File: src/hdl/ptfc_pkg.sv
// ----------------------------------------------------------------------------
// ptfc_pkg
// Types, register indexes and scaling helpers of the frequency tracker.
// ----------------------------------------------------------------------------
package ptfc_pkg;

    localparam int unsigned IDX_W    = 3;
    localparam int unsigned DATA_W   = 24;
    localparam int unsigned FREQ_W   = 16;
    localparam int unsigned MEAS_W   = 24;
    localparam int unsigned LIM_W    = FREQ_W + 1;

    localparam logic [FREQ_W-1:0] C_BASE_RESET = 16'd6000;

    // Reciprocal of 100 scaled by 2^30, folded with the percentage factor.
    localparam int unsigned PCT_SHIFT = 30;
    localparam logic [31:0] K_RECIP_100 = 32'd10737419;
    localparam logic [31:0] K_PCT_106   = 32'd106 * K_RECIP_100;
    localparam logic [31:0] K_PCT_96    = 32'd96 * K_RECIP_100;
    localparam logic [31:0] K_PCT_94    = 32'd94 * K_RECIP_100;
    localparam logic [31:0] K_PCT_104   = 32'd104 * K_RECIP_100;

    // Reciprocal of 10 scaled by 2^31, folded with the tenths factor.
    localparam int unsigned TENTH_SHIFT = 31;
    localparam logic [31:0] K_RECIP_10  = 32'd214748365;
    localparam logic [31:0] K_TENTH_11  = 32'd11 * K_RECIP_10;
    localparam logic [31:0] K_TENTH_9   = 32'd9 * K_RECIP_10;

    typedef enum logic [IDX_W-1:0] {
        CFG_BASE_FREQ   = 3'd0,
        CFG_LOCK_GATE   = 3'd1,
        CFG_TRACK_MIN   = 3'd2,
        CFG_SEARCH_MODE = 3'd3,
        CFG_TRACK_EN    = 3'd4
    } t_cfg_idx;

    // Configuration as seen by the tracking datapath, window limits
    // already scaled from the base frequency.
    typedef struct packed {
        logic [LIM_W-1:0]  win_hi;    // base * 106 / 100
        logic [LIM_W-1:0]  win_lo;    // base * 94 / 100
        logic [LIM_W-1:0]  wrap_lo;   // base * 96 / 100
        logic [LIM_W-1:0]  wrap_hi;   // base * 104 / 100
        logic [MEAS_W-1:0] gate;
        logic [MEAS_W:0]   gate_hi;   // gate * 11 / 10
        logic [MEAS_W-1:0] gate_lo;   // gate * 9 / 10
        logic              track_min;
        logic              search;
        logic              track_en;
    } t_cfg;

    typedef struct packed {
        logic [FREQ_W-1:0] drive_freq;
        logic              is_locked;
        logic [MEAS_W-1:0] extreme_seen;
    } t_res;

    function automatic logic [LIM_W-1:0] f_base_pct(input logic [FREQ_W-1:0] base,
                                                    input logic [31:0] k);
        logic [FREQ_W+31:0] prod;
        prod = {32'd0, base} * {{FREQ_W{1'b0}}, k};
        return prod[PCT_SHIFT +: LIM_W];
    endfunction

    function automatic logic [MEAS_W:0] f_gate_tenth(input logic [MEAS_W-1:0] gate,
                                                     input logic [31:0] k);
        logic [MEAS_W+31:0] prod;
        prod = {32'd0, gate} * {{MEAS_W{1'b0}}, k};
        return prod[TENTH_SHIFT +: (MEAS_W + 1)];
    endfunction

endpackage

File: src/hdl/ptfc_track.sv
// ----------------------------------------------------------------------------
// ptfc_track
// Tracker state and the combinational lock, direction and frequency update.
// ----------------------------------------------------------------------------
module ptfc_track
    import ptfc_pkg::*;
(
    input  logic              i_clk,
    input  logic              i_rst_n,
    input  logic              i_go,
    input  logic [MEAS_W-1:0] i_meas,
    input  t_cfg              i_cfg,
    output t_res              o_res
);

    localparam int unsigned PROD_W = FREQ_W + 11;

    logic [FREQ_W-1:0] r_freq, n_freq;
    logic [MEAS_W-1:0] r_prev, r_ext, n_ext;
    logic              r_up, n_up, r_lock, n_lock;
    logic              coarse;
    logic [PROD_W-1:0] delta, scaled;
    logic [LIM_W-1:0]  f_step, f_wrap;

    always_comb begin
        // lock detection
        n_lock = r_lock;
        if (i_cfg.search) begin
            if (i_cfg.track_min) begin
                if (i_meas < i_cfg.gate) begin
                    n_lock = 1'b1;
                end else if ({1'b0, i_meas} > i_cfg.gate_hi) begin
                    n_lock = 1'b0;
                end
            end else begin
                if (i_meas > i_cfg.gate) begin
                    n_lock = 1'b1;
                end else if (i_meas < i_cfg.gate_lo) begin
                    n_lock = 1'b0;
                end
            end
        end
        coarse = i_cfg.search && !n_lock;

        // direction and running extreme
        n_up  = r_up;
        n_ext = r_ext;
        if (i_cfg.track_min) begin
            if (i_meas > r_prev) n_up = !r_up;
            if (i_meas < r_ext) n_ext = i_meas;
        end else begin
            if (i_meas < r_prev) n_up = !r_up;
            if (i_meas > r_ext) n_ext = i_meas;
        end
        if (coarse) n_up = 1'b0;

        // freq * (1024 +/- step), step is 15 or 2
        if (coarse) begin
            delta = {{(PROD_W-FREQ_W-4){1'b0}}, r_freq, 4'b0}
                  - {{(PROD_W-FREQ_W){1'b0}}, r_freq};
        end else begin
            delta = {{(PROD_W-FREQ_W-1){1'b0}}, r_freq, 1'b0};
        end
        if (n_up) begin
            scaled = {1'b0, r_freq, 10'b0} + delta;
        end else begin
            scaled = {1'b0, r_freq, 10'b0} - delta;
        end
        f_step = scaled[PROD_W-1:10];

        // wrap back inside the window
        f_wrap = f_step;
        if (f_wrap > i_cfg.win_hi) f_wrap = i_cfg.wrap_lo;
        if (f_wrap < i_cfg.win_lo) f_wrap = i_cfg.wrap_hi;

        if (!i_cfg.track_en) begin
            n_freq = r_freq;
            n_up   = r_up;
            n_ext  = r_ext;
        end else if (f_wrap[LIM_W-1]) begin
            n_freq = '1;
        end else begin
            n_freq = f_wrap[FREQ_W-1:0];
        end
    end

    always_ff @(posedge i_clk) begin
        if (!i_rst_n) begin
            r_freq <= C_BASE_RESET;
            r_prev <= '0;
            r_up   <= 1'b1;
            r_lock <= 1'b0;
            r_ext  <= '0;
        end else if (i_go) begin
            r_freq <= n_freq;
            r_prev <= i_meas;
            r_up   <= n_up;
            r_lock <= n_lock;
            r_ext  <= n_ext;
        end
    end

    assign o_res.drive_freq   = n_freq;
    assign o_res.is_locked    = n_lock;
    assign o_res.extreme_seen = n_ext;

endmodule

File: config.mk
export PLATFORM = sky130hd
export DESIGN_NAME = ptfc_track
export DESIGN_NICKNAME = d
export VERILOG_FILES = /design/src/hdl/ptfc_pkg.sv /design/src/hdl/ptfc_track.sv
export SDC_FILE = /design/constraint.sdc
export NUM_CORES = 1
export LEC_CHECK = 0
export BUFFER_PORTS_ARGS = -buffer_cell sky130_fd_sc_hd__buf_2
export CAP_MARGIN = 20
export CORE_MARGIN = 1
export CORE_UTILIZATION = 55
export CTS_CLUSTER_DIAMETER = 150
export DETAILED_ROUTE_END_ITERATION = 8
export PLACE_DENSITY = 0.77
export SLEW_MARGIN = 10
export SYNTH_ARGS = -nofsm -noshare
export SYNTH_HDL_FRONTEND = slang
export SYNTH_SLANG_ARGS = --single-unit
File: constraint.sdc
create_clock -name i_clk -period 12.3 [get_ports i_clk]
set_input_delay 1.23 -clock i_clk [delete_from_list [all_inputs] [get_ports i_clk]]
set_output_delay 1.23 -clock i_clk [all_outputs]
set_load 0.02 [all_outputs]
# ---- Word-level counts from Yosys, hierarchy flattened
# Index checks and enable logic that the tools add are counted.
dict set report word_totals {
  register_bits 66
  ramBits 0
  mem_count 0
  latch_bits 0
  in_bits 171
  romBits 0
}
dict set report op_classes {
  n_reduce_logical 4
  div_mod_pow 0
  bitwise_logic 0
  n_lt_le_gt_ge 10
  addsub 3
  n_mul 0
  n_shift 0
  eq_ne 0
  n_mux 20
}
# cell count
set op_table {}
lappend op_table {{$lt 24x24->1} 4}
lappend op_table {{$mux 24} 4}
lappend op_table {{$gt 24x24->1} 3}
lappend op_table {{$mux 27} 2}
lappend op_table {{$mux 17} 2}
lappend op_table {{$mux 16} 2}
lappend op_table {{$add 26x27->27} 1}
lappend op_table {{$sub 26x27->27} 1}
lappend op_table {{$gt 24x25->1} 1}
lappend op_table {{$sub 20x16->21} 1}
lappend op_table {{$gt 17x17->1} 1}
lappend op_table {{$lt 17x17->1} 1}
lappend op_table {{$mux 1} 10}
lappend op_table {{$logic_not 1->1} 2}
lappend op_table {{$reduce_and 2->1} 1}
lappend op_table {{$logic_and 1x1->1} 1}

# ---- Longest topological paths before layout
dict set report logic_depth {
  depth_word 16
  depth_mapped 48
  depth_no_buf 44
}

# ---- Least setup slack after synthesis
# No wires, ideal clock.
dict set report synth_path {
  kind {input port to output port}
  startpoint {input i_cfg[74] in the netlist's numbering}
  endpoint {output o_res[34] in the netlist's numbering}
  n_path_buf 3
  arrival_time_ps 9786
  slack_ps 1284
  stages 42
  t_required_ps 11070
  cell_sequence {inv_1 -> ha_1 -> nand4_1 -> nor4_1 -> o31a_1 -> o21ai_0 -> o2bb2ai_2 -> clkbuf_1 -> mux2_2 -> ha_1 -> a21o_1 -> a21boi_0 -> o21ai_0 -> a211o_1 -> a21oi_1 -> o21bai_1 -> a21oi_1 -> o311a_1 -> [6 not listed] -> o21ai_0 -> a21oi_1 -> clkbuf_1 -> mux2_2 -> ha_1 -> a21o_1 -> a21o_1 -> a21oi_1 -> nor2b_1 -> o21ai_0 -> nand2b_1 -> a21oi_1 -> o221ai_1 -> a211o_1 -> a21o_1 -> clkbuf_1 -> o221ai_1 -> o21ai_0}
}
# element line_no
set synth_rtl {}
lappend synth_rtl {{start: declaration} ptfc_track.sv:12} ;# input t_cfg i_cfg,
lappend synth_rtl {{end: declaration} ptfc_track.sv:13} ;# output t_res o_res

==> results by group <==
Outcome
  • Outcome: completed

Logic synthesis
  • Avg Synthesized Cell Area: ~7.3 sq um
  • Adder-Cell Fraction of Synth Area: 0.247
  • Post-synth top area share: 0.245
  • Synthesized flop and latch total: between 60 and 70
  • Compound-cell area share of the yosys netlist: 0.260
  • Count leader, synth: inv_1
  • Synth async-reset ratio: 0
  • Synth Area in XOR/XNOR: 0.0266
  • Post-Syn Instances: 1,388
  • Seq/Total Area, Yosys: 0.130
  • Syn Std Cell Area: 10,200 sq um
  • Synthesis Warnings: 0
  • Top cell type by total area after synthesis: ha_1
  • EDFF count, synth: 0
  • Largest family of logic cells by synthesized area: compound AO/OA/AOI/OAI gates
  • Post-synth top cells: inv_1, ha_1, a21oi_1
  • Post-Syn Nets: 1,759
  • Top FF cell, synth: dfxtp_1
  • Synth cell types: ~80
  • Mux contribution to synthesized area: 0.0436
  • Synth area leaders: ha_1, dfxtp_1, inv_1
  • Simple-gate share of the synthesized area: 0.197

Timing
  • Unrepaired setup endpoints after global routing: false
  • Slew Limit Fails: 0
  • Slew Limit Headroom: 0.260
  • Setup_tns: 0 ns
  • Hold Vio Cnt, Final: 0
  • Actual slew at the worst max-slew pin: about 1.1 ns
  • Final setup fails: 0
  • Fmax: approximately 85 MHz
  • Clk_skew: 0.00856 ns
  • Final Cycle Share: 0.956
  • Tmin final: 11.75 ns

Detailed routing
  • DR vias/cell: 6.04
  • Vias after detailed routing: 10,957
  • Routed WL per cell: 18.6 um
  • DR pass1 iterations: 5
  • DRC Markers: 0
  • Final antenna-violating net count: 0
  • Final WL: between 30,000 and 40,000 um
  • DRT iter0 DRCs: 875

CTS
  • Clock Sinks: 66
  • Clk slew on worst S/H paths: approximately 0.060 ns
  • Htree depth: 3
  • Clk Latency, worst-skew pair: 0.35 ns
  • TritonCTS Buffers: 9
  • Clk buf depth: 2
  • Root Buffer: clkbuf_16
  • CTS tree: done
  • Hold-fix buffers at CTS: 0

Critical path
  • Crit path largest cell delay: 0.51 ns
  • Most frequent CP cell: ha_1
  • Setup CP Type: primary input to output pin
  • Critical path startpoint category: primary input
  • R2R depth: 44
  • RR Startpoint: r_freq[5]$_SDFFE_PN1P_
  • Internal reg-to-reg setup slack: between 2 and 2.5 ns
  • Crit path DAT: about 11 ns
  • CP required: between 10 and 15 ns
  • Reg2Reg Capture Point: r_freq[2]$_SDFFE_PN0P_
  • Critical-path top delay cell: nor4_4
  • Crit end category: output pin
  • Critical-path maximum fanout: 19
  • CP Capture Point: o_res[35]
  • Worst setup path start: i_meas[19]

Global route
  • Initial antenna violation count: 0
  • Pin count of the biggest net entering global routing: 67
  • First-pass GRT wire length: 50,700 um
  • Total GRT Usage: 0.348
  • Vias in the first global route: about 9,800
  • Total grt overflow: 0

Cells and area
  • Area delta synth->final: 16.0%
  • Net count, final: 1,949
  • Layout cells sized above 1: 0.177
  • Layout Cells excl Fill: 1,813
  • Fill cells: 1,626

Hold path
  • Hold Path Stages: 2
  • Hold Path Class: flip-flop to flip-flop

Placed design
  • Dpl cells: roughly 1,800
  • Post-DP HPWL: about 27,000 um
  • GPL Wtd Cong: 1.05
  • I/O Buffers: 211

Die
  • Die width: 138 um
  • Initial Utilization: 0.564
  • Die H: between 100 and 150 um
  • Placeable Area: 18,000 sq um
  • Die ar.: 19,000 sq um
  • Cell row count: 49
  • Boundary pin count: 212

Job
  • Max Cap Viol: 0

Power and ir drop
  • P_leak: 0.00600 uW
  • Peak VDD IR: approximately 0.082 mV
  • PwrDens: roughly 120 nW/um^2
-- how the worst min path moves through the flow --
stage / endpoint / startpoint
floorplan: r_prev[10]$_SDFFE_PN0P_ / r_prev[10]$_SDFFE_PN0P_
global placement: r_prev[8]$_SDFFE_PN0P_ / r_prev[8]$_SDFFE_PN0P_
detailed placement: r_prev[9]$_SDFFE_PN0P_ / r_prev[9]$_SDFFE_PN0P_
CTS: r_prev[9]$_SDFFE_PN0P_ / r_prev[9]$_SDFFE_PN0P_
global route: r_prev[2]$_SDFFE_PN0P_ / r_prev[2]$_SDFFE_PN0P_
finish: r_prev[19]$_SDFFE_PN0P_ / r_prev[19]$_SDFFE_PN0P_
-- registers in the layout, indices dropped and copies added, names as in the netlist --
| signal | cells |
|---|---|
| r_prev | 24 |
| r_freq | 16 |
| r_lock | 1 |
| r_ext | 24 |
| r_up | 1 |
-- cell families after synthesis --
family / after synthesis
AOI/OAI and AO/OA: 417
and+or+nand+nor: 379
buffers and inverters: 253
adders and majority gates: 200
DFF: 66
muxes: 43
xor gates and xnor gates: 30
-- area by class of cell --
type,instances,area (sq um),area share
antenna,1,2.50,0.000212
clock buffer,10,239,0.0203
clock inverter,6,65.1,0.00552
inverter,200,751,0.0637
multi-input combinational,1069,7910,0.671
sequential,66,1320,0.112
tap,229,287,0.0243
timing repair buffer,232,1210,0.103
-- layer usage --
metal,global-route usage,up-vias,part of all wire
li1,-,5334,-
met5,0,-,0
met3,0.0563,59,0.087
met2,0.546,468,0.44
met4,0.0936,0,0.020
met1,0.488,5096,0.45
-- power breakdown --
group / switching, uW / total [uW] / leakage [uW] / internal [uW]
Combinational: 547 / 892 / 0.00531 / 346
Clock: 106 / 269 / 0.000149 / 163
Sequential: 20.2 / 248 / 0.000542 / 228
Total: 673 / 1410 / 0.00600 / 736
-- what timing repair did --
action | 4_1_cts | 5_1_grt
gates resized for setup | 0 | 11
setup endpoints to repair | 0 | 16
setup buffers | 0 | 0
-- critical path, delay by kind of cell --
family,cells,cell delay (ns)
multiplexers,1,0.38
adder cells (fa/ha/maj),4,1.20
buffers and inverters,5,1.02
AND/OR/NAND/NOR,10,2.07
AO/OA/AOI/OAI,22,4.59
-- placed cells by master (no fill, tap or decap), drive strengths merged, types with 21 or more instances in the layout --
cell,n
dfxtp,66
nand4,34
mux2i,33
nand2,82
nor2b,58
buf,232
nor2,62
ha,199
xnor2,21
o21ai,97
nand3,30
nor3,33
a21o,44
inv,201
a21oi,128
-- stage by stage --
| step | worst slack, ns | power, uW | instance area, sq um | util | hold WS [ns] |
|---|---|---|---|---|---|
| 2_1_floorplan | 1.28 | 843 | 10200 | - | 0.483 |
| 3_3_place_gp | 0.244 | 1110 | 11400 | 0.635 | 0.496 |
| 3_5_place_dp | 0.138 | 1120 | 11400 | 0.635 | 0.506 |
| 4_1_cts | 0.0870 | 1390 | 11700 | 0.652 | 0.524 |
| 5_1_grt | 0.0626 | 1510 | 11800 | 0.654 | 0.540 |
| 6_report | 0.546 | 1410 | 11800 | 0.654 | 0.521 |
(Power assumes the default switching activity.)
